File: src/rtl/lcgrd_pkg.sv
// Shared types and constants for the LCG random range draw block.
`default_nettype none

package lcgrd_pkg;

    localparam int unsigned WordW = 32;
    localparam int unsigned ValueW = 33;
    localparam int unsigned StepCntW = $clog2(WordW);

    localparam logic [WordW-1:0] LcgMul = 32'd214013;
    localparam logic [WordW-1:0] LcgAdd = 32'd2531011;
    localparam logic [WordW-1:0] MaxDraw = 32'hFFFF_FFFF;

    localparam logic [1:0] KIND_RAW = 2'd0;
    localparam logic [1:0] KIND_RANGE = 2'd1;
    localparam logic [1:0] KIND_SEED = 2'd2;
    localparam logic [1:0] KIND_NONE = 2'd3;

    typedef struct packed {
        logic [1:0]              kind;
        logic signed [WordW-1:0] range_low;
        logic signed [WordW-1:0] range_high;
        logic [WordW-1:0]        new_seed;
    } item_in_t;

    typedef struct packed {
        logic signed [ValueW-1:0] value;
        logic [WordW-1:0]         seed_now;
    } item_out_t;

    typedef enum logic [2:0] {
        ST_IDLE,
        ST_SPAN,
        ST_SCALE,
        ST_CLAMP,
        ST_DONE
    } state_t;

endpackage

`default_nettype wire

File: src/rtl/lcg_random_range_draw.sv
// Top level: LCG random source with range draws, one shared restoring divider.
// Raw draw, set seed, empty range and the none kind go straight to the result state;
// a non-empty range draw makes two 32-step passes of one bit-serial divider (span
// divisor, then scaled quotient), then a clamp state, then loads the output register.
// One item at a time: the input stalls until the result is loaded.
// Reset (rst_n low, asynchronous): seed 1, tick count 0, sequencer idle, output empty.
`default_nettype none

module lcg_random_range_draw (
    input  wire logic                clk,
    input  wire logic                rst_n,
    input  wire logic                in_valid,
    output logic                     in_stall,
    input  wire lcgrd_pkg::item_in_t in_data,
    output logic                     out_valid,
    input  wire logic                out_stall,
    output lcgrd_pkg::item_out_t     out_data
);

    localparam int unsigned W = lcgrd_pkg::WordW;
    localparam int unsigned CW = lcgrd_pkg::StepCntW;

    // Sequencer state
    lcgrd_pkg::state_t state_reg, state_next;

    // Architectural state
    logic [W-1:0] seed_reg, seed_next;
    logic [W-1:0] tick_reg, tick_next;

    // Shared divider: dividend shifts out at the top, quotient bits shift in at the bottom
    logic [W-1:0]  dvd_reg, dvd_next;
    logic [W-1:0]  rem_reg, rem_next;
    logic [W-1:0]  dvs_reg, dvs_next;
    logic [CW-1:0] cnt_reg, cnt_next;

    // Bounds held for the clamp
    logic signed [W-1:0] lo_reg, lo_next;
    logic signed [W-1:0] hi_reg, hi_next;

    // Result waiting for the output register, and the output register itself
    logic signed [lcgrd_pkg::ValueW-1:0] res_reg, res_next;
    logic                                out_valid_reg, out_valid_next;
    lcgrd_pkg::item_out_t                out_reg, out_next;

    logic          accept;
    logic          out_free;
    logic [W-1:0]  seed_adv;
    logic [W:0]    span;
    logic [W:0]    shifted;
    logic [W+1:0]  diff;
    logic          ge;
    logic          last_step;
    logic [W+1:0]  sum;
    logic [W+1:0]  hi_ext;

    assign accept   = in_valid && !in_stall;
    assign out_free = !out_valid_reg || !out_stall;

    // One LCG step: 32x18 multiply, keep the low word
    assign seed_adv = W'(seed_reg * lcgrd_pkg::LcgMul + lcgrd_pkg::LcgAdd);

    // Span is hi - lo + 1, exact in 33 bits
    assign span = (W+1)'($signed({in_data.range_high[W-1], in_data.range_high})
                 - $signed({in_data.range_low[W-1], in_data.range_low}) + 1);

    // One restoring division step per cycle
    assign shifted   = {rem_reg, dvd_reg[W-1]};
    assign diff      = {1'b0, shifted} - {2'b00, dvs_reg};
    assign ge        = !diff[W+1];
    assign last_step = (cnt_reg == CW'(W - 1));

    // Clamp: lo + quotient against hi, both sign-extended to 34 bits
    assign sum    = {{2{lo_reg[W-1]}}, lo_reg} + {2'b00, dvd_reg};
    assign hi_ext = {{2{hi_reg[W-1]}}, hi_reg};

    // Next-state logic
    always_comb
    begin
        state_next = state_reg;
        unique case (state_reg)
            lcgrd_pkg::ST_IDLE:
            begin
                if (in_valid)
                begin
                    if (in_data.kind == lcgrd_pkg::KIND_RANGE
                        && in_data.range_high > in_data.range_low)
                    begin
                        state_next = lcgrd_pkg::ST_SPAN;
                    end
                    else
                    begin
                        state_next = lcgrd_pkg::ST_DONE;
                    end
                end
            end
            lcgrd_pkg::ST_SPAN:
            begin
                if (last_step)
                begin
                    state_next = lcgrd_pkg::ST_SCALE;
                end
            end
            lcgrd_pkg::ST_SCALE:
            begin
                if (last_step)
                begin
                    state_next = lcgrd_pkg::ST_CLAMP;
                end
            end
            lcgrd_pkg::ST_CLAMP:
            begin
                state_next = lcgrd_pkg::ST_DONE;
            end
            lcgrd_pkg::ST_DONE:
            begin
                if (out_free)
                begin
                    state_next = lcgrd_pkg::ST_IDLE;
                end
            end
            default:
            begin
                state_next = lcgrd_pkg::ST_IDLE;
            end
        endcase
    end

    // Handshake outputs
    always_comb
    begin
        in_stall  = (state_reg != lcgrd_pkg::ST_IDLE);
        out_valid = out_valid_reg;
        out_data  = out_reg;
    end

    // Datapath next values
    always_comb
    begin
        seed_next      = seed_reg;
        tick_next      = tick_reg;
        dvd_next       = dvd_reg;
        rem_next       = rem_reg;
        dvs_next       = dvs_reg;
        cnt_next       = cnt_reg;
        lo_next        = lo_reg;
        hi_next        = hi_reg;
        res_next       = res_reg;
        out_next       = out_reg;
        out_valid_next = out_valid_reg;

        // Drop the output once it is taken
        if (out_valid_reg && !out_stall)
        begin
            out_valid_next = 1'b0;
        end

        unique case (state_reg)
            lcgrd_pkg::ST_IDLE:
            begin
                if (accept)
                begin
                    tick_next = W'(tick_reg + 1'b1);
                    lo_next   = in_data.range_low;
                    hi_next   = in_data.range_high;
                    rem_next  = '0;
                    cnt_next  = '0;
                    dvd_next  = lcgrd_pkg::MaxDraw;
                    dvs_next  = span[W-1:0];
                    unique case (in_data.kind)
                        lcgrd_pkg::KIND_RAW:
                        begin
                            seed_next = seed_adv;
                            res_next  = $signed({1'b0, seed_adv});
                        end
                        lcgrd_pkg::KIND_RANGE:
                        begin
                            if (in_data.range_high > in_data.range_low)
                            begin
                                seed_next = seed_adv;
                                // A full 2^32 span divides by one: make the span pass yield 1
                                if (span[W])
                                begin
                                    dvs_next = lcgrd_pkg::MaxDraw;
                                end
                            end
                            res_next = $signed({in_data.range_low[W-1], in_data.range_low});
                        end
                        lcgrd_pkg::KIND_SEED:
                        begin
                            // Zero asks for the tick count before this transfer
                            if (in_data.new_seed == '0)
                            begin
                                seed_next = tick_reg;
                                res_next  = $signed({1'b0, tick_reg});
                            end
                            else
                            begin
                                seed_next = in_data.new_seed;
                                res_next  = $signed({1'b0, in_data.new_seed});
                            end
                        end
                        default:
                        begin
                            res_next = '0;
                        end
                    endcase
                end
            end
            lcgrd_pkg::ST_SPAN:
            begin
                rem_next = ge ? diff[W-1:0] : shifted[W-1:0];
                dvd_next = {dvd_reg[W-2:0], ge};
                cnt_next = CW'(cnt_reg + 1'b1);
                // Reload: the quotient becomes the divisor, the seed the dividend
                if (last_step)
                begin
                    dvs_next = {dvd_reg[W-2:0], ge};
                    dvd_next = seed_reg;
                    rem_next = '0;
                    cnt_next = '0;
                end
            end
            lcgrd_pkg::ST_SCALE:
            begin
                rem_next = ge ? diff[W-1:0] : shifted[W-1:0];
                dvd_next = {dvd_reg[W-2:0], ge};
                cnt_next = CW'(cnt_reg + 1'b1);
            end
            lcgrd_pkg::ST_CLAMP:
            begin
                if ($signed(sum) > $signed(hi_ext))
                begin
                    res_next = $signed({hi_reg[W-1], hi_reg});
                end
                else
                begin
                    res_next = $signed(sum[W:0]);
                end
            end
            lcgrd_pkg::ST_DONE:
            begin
                if (out_free)
                begin
                    out_valid_next    = 1'b1;
                    out_next.value    = res_reg;
                    out_next.seed_now = seed_reg;
                end
            end
            default:
            begin
            end
        endcase
    end

    always_ff @(posedge clk or negedge rst_n)
    begin
        if (!rst_n)
        begin
            state_reg     <= lcgrd_pkg::ST_IDLE;
            seed_reg      <= W'(1);
            tick_reg      <= '0;
            cnt_reg       <= '0;
            out_valid_reg <= 1'b0;
        end
        else
        begin
            state_reg     <= state_next;
            seed_reg      <= seed_next;
            tick_reg      <= tick_next;
            cnt_reg       <= cnt_next;
            out_valid_reg <= out_valid_next;
        end
    end

    // Payload registers, no reset
    always_ff @(posedge clk)
    begin
        dvd_reg <= dvd_next;
        rem_reg <= rem_next;
        dvs_reg <= dvs_next;
        lo_reg  <= lo_next;
        hi_reg  <= hi_next;
        res_reg <= res_next;
        out_reg <= out_next;
    end

    // The divider never runs with a zero divisor: span is at least two, its quotient at least one
    a_div_nonzero: assert property (@(posedge clk) disable iff (!rst_n)
        (state_reg == lcgrd_pkg::ST_SPAN || state_reg == lcgrd_pkg::ST_SCALE)
        |-> (dvs_reg != '0))
        else $error("divider running with zero divisor");

    // The clamp follows only the final step of the scaling pass
    a_clamp_after_scale: assert property (@(posedge clk) disable iff (!rst_n)
        (state_reg == lcgrd_pkg::ST_CLAMP)
        |-> ($past(state_reg) == lcgrd_pkg::ST_SCALE && $past(cnt_reg) == CW'(W - 1)))
        else $error("clamp entered before the division finished");

    // A new result appears only when the sequencer hands one over
    a_result_from_done: assert property (@(posedge clk) disable iff (!rst_n)
        $rose(out_valid_reg) |-> ($past(state_reg) == lcgrd_pkg::ST_DONE))
        else $error("output loaded outside the result state");

endmodule

`default_nettype wire
File: config.mk
export PLATFORM = sky130hd
export DESIGN_NAME = lcg_random_range_draw
export DESIGN_NICKNAME = d
export VERILOG_FILES = /design/src/rtl/lcgrd_pkg.sv /design/src/rtl/lcg_random_range_draw.sv
export SDC_FILE = /design/constraint.sdc
export NUM_CORES = 1
export LEC_CHECK = 0
export BUFFER_PORTS_ARGS = -buffer_cell sky130_fd_sc_hd__buf_2
export CORE_ASPECT_RATIO = 1.5
export CORE_MARGIN = 8
export CORE_UTILIZATION = 50
export DETAILED_ROUTE_END_ITERATION = 8
export PLACE_DENSITY = 0.65
export SLEW_MARGIN = 0
export SYNTH_ARGS = -nofsm -noshare
export SYNTH_HDL_FRONTEND = slang
export SYNTH_SLANG_ARGS = --single-unit
File: constraint.sdc
create_clock -name clk -period 15.7 [get_ports clk]
set_input_delay 1.57 -clock clk [delete_from_list [all_inputs] [get_ports clk]]
set_output_delay 1.57 -clock clk [all_outputs]
set_load 0.005 [all_outputs]
==> run_results.csv, run 1 <==
group,metric,value,unit
clock_tree,cts-root-to-sink-buffers,3,
cells_and_area,layout_common_cells,"inv_1, ha_1, edfxtp_1",
global_routing,via_count_of_the_first_global_routing_pass,22700,
place,count_of_input_and_output_buffers,168,
global_routing,grt_remaining_overflow,0,
setup_path,cp_slowest_stage_delay,1.02,ns
global_routing,grt_pass1_wl,133,mm
floorplanning,placementRows,107,
sta,fmaxAchievable,143,MHz
clock_tree,cts_root_buf,"clkbuf_16",
clock_tree,cts_tree,"built",
logic_synthesis,ys_ff_latch,331,
setup_path,worst_r2r_endpoint,"res_reg[31]$_DFFE_PP_",
logic_synthesis,synth_async_sr_flop_share,0.221,
logic_synthesis,synth-edff-count,258,
drt,antenna_left,0,
clock_tree,cts-buffers-inserted,38,
logic_synthesis,netlist-cell-type-count,92,
clock_tree,cts_max_level,2,
place,place_worst_setup_slack,8.72,ns
clock_tree,cts_post_setup_buffers_inserted,0,
floorplanning,floorplan.initialDensity,0.504,
setup_path,timing.reg2reg.setup_slack,8.69,ns
floorplanning,boundaryPins,169,
clock_tree,clk_pin_slew,0.06,ns
sta,min_period_over_period,0.447,
place,dp_hpwl,72.1,mm
setup_path,reg2regPathDepth,22,
setup_path,cp-end-kind,"register",
sta,finalSetupViolCount,0,
sta,final_critical_path_setup_slack,8.69,ns
sta,hold_viol,0,
sta,normalized_max_slew_margin,0.212,
drt,drcViolationCount,0,
logic_synthesis,avgSynthCellArea,10.1,um2
sta,drv_slew,0,
cells_and_area,largest_register_ff_count,65,
outcome,outcome,"completed",
drt,drt_iter0_markers,1357,
setup_path,worst_r2r_startpoint,"seed_reg[1]$_DFFE_PN0P_",
cells_and_area,final_common_cell,"inv_1",
global_routing,antenna_found_initial,2,
cells_and_area,antennaDiodeCount,0,
clock_tree,cts.sink_count,331,
clock_tree,cts_hold_repair.buffers,0,
cells_and_area,finish.instance_area,0.0315,mm2
logic_synthesis,netlist_area_before_placement,0.0285,mm2
setup_path,cp-endpoint,"res_reg[31]$_DFFE_PP_",
setup_path,required_time_worst_endpoint,16.02,ns
place,finalWeightedCongestion,0.969,
drt,detail_route.wirelength,88.0,mm
logic_synthesis,postSynthNetCount,3445,
place,postPlaceCellArea,0.0302,mm2
floorplanning,floorplan.die.width,211,um
setup_path,crit_start,"seed_reg[1]$_DFFE_PN0P_",
logic_synthesis,netlist_instances,2835,
sta,worst_pin_slew,1.15,ns
sta,final_period_minus_worst_setup_slack,7.01,ns
cells_and_area,area_grow_syn2layout,10.4,%
cells_and_area,drive_above_1_share,0.0986,
setup_path,cp-start-kind,"register",
setup_path,crit_type,"reg2reg",
drt,first_pass_iters,6,
min_path,timing.hold.worst.start,"res_reg[20]$_DFFE_PP_",
setup_path,critical_path.max_fanout,10,
global_routing,grt_max_degree,65,
sta,fin_worst_skew,0.0145,ns
drt,via_count,21700,
min_path,worst_hold_path_type,"reg2reg",
flow_run,drv.max_cap_violation_count,0,
setup_path,worst_path_most_repeated_cell,"fa_1",
sta,setup_tns,0,ns
cells_and_area,final_nets,3596,
drt,route.detailed.vias_per_inst,5.74,
floorplanning,chipHeight,309,um
global_routing,globalRouteTotalUtil,0.270,
setup_path,path_cells,"fa_1, xor2_1, ha_1, a21oi_1, fa_1, inv_1, ha_1, inv_1, fa_1, fa_1, inv_1, ha_1, nand2_1, or3_1, a31oi_1, a32oi_1, a2111oi_0, o2111ai_1, a21oi_1, o22ai_1, a41oi_1, nand2_1",
cells_and_area,fillers,5050,
logic_synthesis,yosysWarningCount,0,
clock_tree,cells_resized_by_post_cts_repair,0,
floorplanning,die_area,0.0651,mm2
setup_path,crit_slowest_cell,"a2111oi_0",
drt,routed_wire_length_per_instance,23.3,um
logic_synthesis,register_area_share_after_synthesis,0.336,
floorplanning,coreArea,0.0566,mm2
logic_synthesis,dominant_register_cell_in_the_synthesized_netlist,"edfxtp_1",
setup_path,cp_data_arrival_time,7.33,ns
sta,grt_setup_unrepaired,"no",
clock_tree,clk-insertion-delay-late,0.57,ns
==> worst min-delay path by stage <==
stage	endpoint	slack, ns	depth (start not counted)
finish	out_data[52]$_DFFE_PP_	0.42	0
global route	out_data[52]$_DFFE_PP_	0.42	0
CTS	out_data[40]$_DFFE_PP_	0.42	0
detailed placement	out_data[35]$_DFFE_PP_	0.40	0
global placement	out_data[36]$_DFFE_PP_	0.40	0
floorplan	out_data[32]$_DFFE_PP_	0.40	0
==> layout make-up <==
class / instances / area (um2) / area share
tap: 763 / 955 / 0.0303
clock inverter: 25 / 294 / 0.00933
inverter: 494 / 1850 / 0.0589
clock buffer: 42 / 1010 / 0.0320
sequential: 331 / 9580 / 0.304
multi-input combinational: 1933 / 16800 / 0.534
timing repair buffer: 188 / 993 / 0.0315
==> layer usage <==
metal	routed length, um	vias to the layer above	track usage	share of wire
met5	0	-	0	0
met4	4900	0	0.138	0.056
met3	3820	187	0.0296	0.043
met2	45200	587	0.485	0.51
met1	34100	10800	0.314	0.39
li1	-	10200	-	-
==> cells by family (layout without fill, tap and decap cells) <==
group                    after synthesis  after routing  synth area share
AO/OA/AOI/OAI                        695            695             0.163
AND/OR/NAND/NOR                      523            523            0.0853
adder cells (fa/ha/maj)              509            509             0.275
buffers and inverters                571            749            0.0766
flip-flops                           331            331             0.336
multiplexers                          35             35            0.0128
XOR/XNOR                             171            171            0.0525
==> critical path: cells and delay by family, from the launching register on <==
family	cells	cell delay [ns]
adder cells (fa/ha/maj)	7	2.80
AO/OA/AOI/OAI	8	2.52
flip-flops	1	0.57
AND/OR/NAND/NOR	3	0.50
XOR/XNOR	1	0.20
buffers and inverters	3	0.18
==> synthesized netlist by cell type, drive strengths merged, types with 29 or more instances <==
cell type,instances,area [um2]
a211oi,32,245
a21o,90,676
a21oi,237,1190
a221o,31,310
clkbuf,60,225
dfrtp,72,1800
edfxtp,258,7750
fa,196,3920
ha,312,3900
inv,494,1850
nand2,182,686
nand3,29,158
nand4,31,194
nor2,150,563
o21ai,101,509
o22a,31,272
xnor2,119,1040
xor2,52,455
==> through the flow <==
step / cells / util / hold WS (ns)
finish: 3776 / 0.556 / 0.418
global route: 3776 / 0.556 / 0.424
CTS: 3776 / 0.556 / 0.418
detailed placement: 3709 / 0.533 / 0.405
global placement: 3709 / 0.533 / 0.401
floorplan: 2835 / - / 0.400
Power of run 1 is left out: the tool's default activity adds up to more than one toggle a clock period on the data nets, which glitch-free logic cannot reach.
==> run 2, diff against run 1 <==
==> constraint.sdc (replaced) <==
create_clock -name clk -period 7.1 [get_ports clk]
set_input_delay 0.71 -clock clk [delete_from_list [all_inputs] [get_ports clk]]
set_output_delay 0.71 -clock clk [all_outputs]
set_load 0.005 [all_outputs]
==> run_results.csv, run 2 (synthesized netlist as in run 1, its figures left out) <==
group,metric,value,unit
outcome,outcome,"completed",
cells_and_area,drive_above_1_share,0.100,
drt,via_count,21700,
sta,final_period_minus_worst_setup_slack,6.72,ns
cells_and_area,final_nets,3613,
clock_tree,cts_hold_repair.buffers,1,
setup_path,critical_path_buf_inv_count,6,
clock_tree,clk_pin_slew,0.06,ns
setup_path,crit_slowest_cell,"dfrtp_1",
cells_and_area,multi_input_comb_area,0.0168,mm2
cells_and_area,layout_common_cells,"inv_1, ha_1, edfxtp_1",
cells_and_area,seqCellArea,0.00958,mm2
floorplanning,floorplan.initialDensity,0.504,
drt,first_pass_iters,7,
setup_path,path_cells,"inv_1, fa_1, fa_1, fa_1, inv_1, fa_1, fa_1, inv_1, fa_1, inv_1, ha_1, inv_1, o21bai_1, a21o_1, a32oi_1, a2111oi_0, buf_4, o2111ai_1, nand2_1, a2111o_1, a41oi_1, nand2_1",
sta,normalized_max_slew_margin,0.226,
sta,finalSetupViolCount,0,
floorplanning,floorplan.die.width,211,um
setup_path,cp-start-kind,"register",
global_routing,antenna_found_initial,3,
clock_tree,cts-root-to-sink-buffers,3,
clock_tree,cts_post_setup_buffers_inserted,0,
setup_path,critical_path.max_fanout,9,
flow_run,drv.max_cap_violation_count,0,
clock_tree,clk-insertion-delay-late,0.57,ns
min_path,worst_hold_path_type,"in2reg",
clock_tree,cts_root_buf,"clkbuf_16",
drt,drcViolationCount,0,
setup_path,required_time_worst_endpoint,7.42,ns
place,count_of_input_and_output_buffers,168,
cells_and_area,largest_register_ff_count,65,
setup_path,critical_path_s_top_delay_family,"adder cells",
clock_tree,cells_resized_by_post_cts_repair,0,
floorplanning,placementRows,107,
drt,route.detailed.vias_per_inst,5.73,
sta,fin_worst_skew,0.0298,ns
cells_and_area,area_grow_syn2layout,10.7,%
clock_tree,cts-buffers-inserted,39,
global_routing,via_count_of_the_first_global_routing_pass,22800,
setup_path,crit_type,"reg2reg",
setup_path,cp-end-kind,"register",
drt,antenna_left,0,
floorplanning,boundaryPins,169,
floorplanning,chipHeight,309,um
cells_and_area,fillers,5015,
floorplanning,die_area,0.0651,mm2
global_routing,globalRouteTotalUtil,0.270,
setup_path,cp_slowest_stage_delay,0.64,ns
place,dp_hpwl,71.8,mm
clock_tree,cts_tree,"built",
sta,drv_slew,0,
sta,fmaxAchievable,149,MHz
setup_path,cp_data_arrival_time,7.04,ns
drt,drt_iter0_markers,1426,
clock_tree,cts_max_level,2,
floorplanning,coreArea,0.0566,mm2
drt,detail_route.wirelength,88.3,mm
sta,grt_setup_unrepaired,"no",
place,finalWeightedCongestion,1.01,
drt,routed_wire_length_per_instance,23.3,um
sta,worst_pin_slew,1.16,ns
sta,setup_tns,0,ns
sta,min_period_over_period,0.946,
cells_and_area,final_common_cell,"inv_1",
clock_tree,cts.sink_count,331,
setup_path,worst_path_most_repeated_cell,"fa_1",
sta,hold_viol,0,
global_routing,grt_pass1_wl,134,mm
global_routing,grt_remaining_overflow,0,
global_routing,grt_max_degree,70,
-- run 2: worst register-to-register path: cells and delay by family (launching register included) --
kind / cells / cell delay, ns
adders and majority gates: 7 / 3.28
buffers and inverters: 6 / 0.67
AOI/OAI and AO/OA: 7 / 1.67
and+or+nand+nor: 2 / 0.21
DFF: 1 / 0.64
-- run 2: layout make-up --
class                   count  area share
clock inverters            19     0.00591
repair buffers            204      0.0357
inverters                 494      0.0587
flip-flops and latches    331       0.303
clock buffers              49      0.0331
diodes                      1   0.0000793
multi-input cells        1933       0.533
well taps                 763      0.0302
-- run 2: through the flow --
| step | instance area, um2 | instances | setup slack, ns | hold WS [ns] | util |
|---|---|---|---|---|---|
| detailed placement | 30300 | 3724 | 0.444 | 0.405 | 0.536 |
| global placement | 30300 | 3724 | 0.557 | 0.404 | 0.536 |
| finish | 31600 | 3794 | 0.382 | 0.351 | 0.557 |
| CTS | 31600 | 3793 | 0.437 | 0.321 | 0.557 |
| global route | 31600 | 3794 | 0.143 | 0.325 | 0.557 |
| floorplan | 28500 | 2835 | 1.06 | 0.400 | - |
-- run 2: per-layer routing --
| metal | routed length [um] | global-route usage | share of wire |
|---|---|---|---|
| met3 | 3820 | 0.0268 | 0.043 |
| met2 | 45500 | 0.486 | 0.52 |
| met1 | 34000 | 0.316 | 0.39 |
| met5 | 0 | 0 | 0 |
| met4 | 4950 | 0.138 | 0.056 |
-- run 2: path summary, 6_finish.rpt --
path                                    startpoint  cells past startpoint  slack, ns                  endpoint
setup / recovery           seed_reg[6]$_DFFE_PN0P_                     22       0.38     res_reg[31]$_DFFE_PP_
hold / removal                         in_data[34]                      1       0.35       hi_reg[2]$_DFFE_PP_
setup reg to reg           seed_reg[6]$_DFFE_PN0P_                     22       0.38     res_reg[31]$_DFFE_PP_
hold reg to reg               res_reg[0]$_DFFE_PP_                      0       0.42    out_data[32]$_DFFE_PP_
max in group asynchronous                    rst_n                      3       5.32   seed_reg[2]$_DFFE_PN0P_
min in group asynchronous                    rst_n                      2       0.57  seed_reg[26]$_DFFE_PN0P_
Power of run 2 is left out for the same reason.
==> run 3, diff against run 2 <==
--- a/config.mk
+++ b/config.mk
@@ -11,6 +11,7 @@
 export CORE_UTILIZATION = 50
 export DETAILED_ROUTE_END_ITERATION = 8
 export PLACE_DENSITY = 0.65
+export SETUP_SLACK_MARGIN = 0.4
 export SLEW_MARGIN = 0
 export SYNTH_ARGS = -nofsm -noshare
 export SYNTH_HDL_FRONTEND = slang
==> run_results.csv, run 3 (synthesized netlist as in run 1, its figures left out) <==
group,metric,value,unit
drt,drt_iter0_markers,1457,
drt,routed_wire_length_per_instance,23.3,um
global_routing,via_count_of_the_first_global_routing_pass,22800,
clock_tree,cts-buffers-inserted,39,
sta,drv_slew,0,
floorplanning,boundaryPins,169,
cells_and_area,final_nets,3621,
floorplanning,coreArea,0.0566,mm2
clock_tree,clk-insertion-delay-late,0.57,ns
sta,finalSetupViolCount,0,
sta,min_period_over_period,0.908,
cells_and_area,drive_above_1_share,0.107,
clock_tree,cts_root_buf,"clkbuf_16",
drt,route.detailed.vias_per_inst,5.72,
clock_tree,clk_pin_slew,0.06,ns
setup_path,cp_data_arrival_time,6.77,ns
global_routing,globalRouteTotalUtil,0.270,
global_routing,grt_pass1_wl,134,mm
sta,hold_viol,0,
sta,final_period_minus_worst_setup_slack,6.45,ns
global_routing,grt_max_degree,70,
sta,grt_setup_unrepaired,"no",
outcome,outcome,"completed",
drt,via_count,21800,
clock_tree,cts_max_level,2,
drt,drcViolationCount,0,
drt,detail_route.wirelength,88.5,mm
sta,fmaxAchievable,155,MHz
floorplanning,floorplan.initialDensity,0.504,
sta,normalized_max_slew_margin,0.229,
clock_tree,cts_tree,"built",
cells_and_area,finish.instance_area,0.0317,mm2
global_routing,antenna_found_initial,3,
drt,antenna_left,0,
setup_path,critical_path.max_fanout,8,
min_path,worst_hold_path_type,"in2reg",
place,place_worst_setup_slack,0.444,ns
place,finalWeightedCongestion,1.01,
place,postPlaceCellArea,0.0303,mm2
sta,worst_pin_slew,1.15,ns
cells_and_area,final_common_cell,"inv_1",
global_routing,grt_remaining_overflow,0,
drt,first_pass_iters,8,
cells_and_area,largest_register_ff_count,65,
place,count_of_input_and_output_buffers,168,
place,dp_hpwl,71.8,mm
floorplanning,chipHeight,309,um
flow_run,drv.max_cap_violation_count,0,
sta,setup_tns,0,ns
floorplanning,die_area,0.0651,mm2
setup_path,cp-start-kind,"register",
clock_tree,cts.sink_count,331,
sta,final_critical_path_setup_slack,0.650,ns
setup_path,timing.reg2reg.setup_slack,0.65,ns
setup_path,crit_type,"reg2reg",
setup_path,cp-end-kind,"register",
cells_and_area,area_grow_syn2layout,11.0,%
sta,fin_worst_skew,0.0284,ns
floorplanning,floorplan.die.width,211,um
cells_and_area,layout_common_cells,"inv_1, ha_1, edfxtp_1",
setup_path,required_time_worst_endpoint,7.42,ns
clock_tree,cts-root-to-sink-buffers,3,
floorplanning,placementRows,107,
## run 3: cell types whose count changed in the layout (fill, tap and decap cells not counted), sizes merged
cell / delta
diode: +1
buf: +8
## run 3: critical path, stage by stage (launching register included)
cell and delay [ns]:
dfrtp_2 0.47, buf_4 0.17, fa_1 0.46, inv_1 0.09, fa_1 0.43, fa_1 0.51
inv_1 0.05, fa_1 0.46, fa_1 0.49, inv_1 0.05, fa_1 0.53, inv_1 0.04
ha_1 0.36, nand4_1 0.19, inv_1 0.09, and2_1 0.16, a32oi_1 0.24, a2111oi_0 0.16
buf_4 0.18, o2111ai_1 0.21, nand2_1 0.13, a2111o_1 0.46, a41oi_1 0.19, nand2_1 0.08
## run 3: cell type report
type	count	area (um2)
sequential	331	9590
fill	5020	25000
inverter	494	1850
clock inverter	19	186
tap	763	955
antenna	2	5.00
multi-input combinational	1933	16800
clock buffer	49	1040
timing repair buffer	212	1190
## run 3: through the flow
stage                     hold slack [ns]  utilization  std cells
after floorplan                     0.400            -       2835
after global placement              0.404        0.536       3724
after detailed placement            0.405        0.536       3724
after CTS                           0.321        0.557       3793
after global routing                0.325        0.559       3802
final                               0.350        0.559       3803
## run 3: repair_timing
action / 4_1_cts / 5_1_grt
hold endpoints to repair: 16 / 0
setup buffers: 0 / 8
hold buffers: 1 / 0
setup endpoints to repair: 0 / 19
resized for setup: 0 / 14
## run 3: path summary, 6_finish.rpt
check / start / to / cells after the start
max: seed_reg[5]$_DFFE_PN0P_ / res_reg[31]$_DFFE_PP_ / 23
max reg2reg: seed_reg[5]$_DFFE_PN0P_ / res_reg[31]$_DFFE_PP_ / 23
min in group asynchronous: rst_n / seed_reg[26]$_DFFE_PN0P_ / 2
min: in_data[90] / lo_reg[26]$_DFFE_PP_ / 1
min reg2reg: res_reg[0]$_DFFE_PP_ / out_data[32]$_DFFE_PP_ / 0
max in group asynchronous: rst_n / seed_reg[2]$_DFFE_PN0P_ / 3
## run 3: routing by layer
metal,wire length (um),vias to the layer above,track usage
met5,0,-,0
met1,34400,10800,0.316
met3,3550,183,0.0268
met4,4860,0,0.138
li1,-,10200,-
met2,45700,606,0.486
Power of run 3 is left out for the same reason.
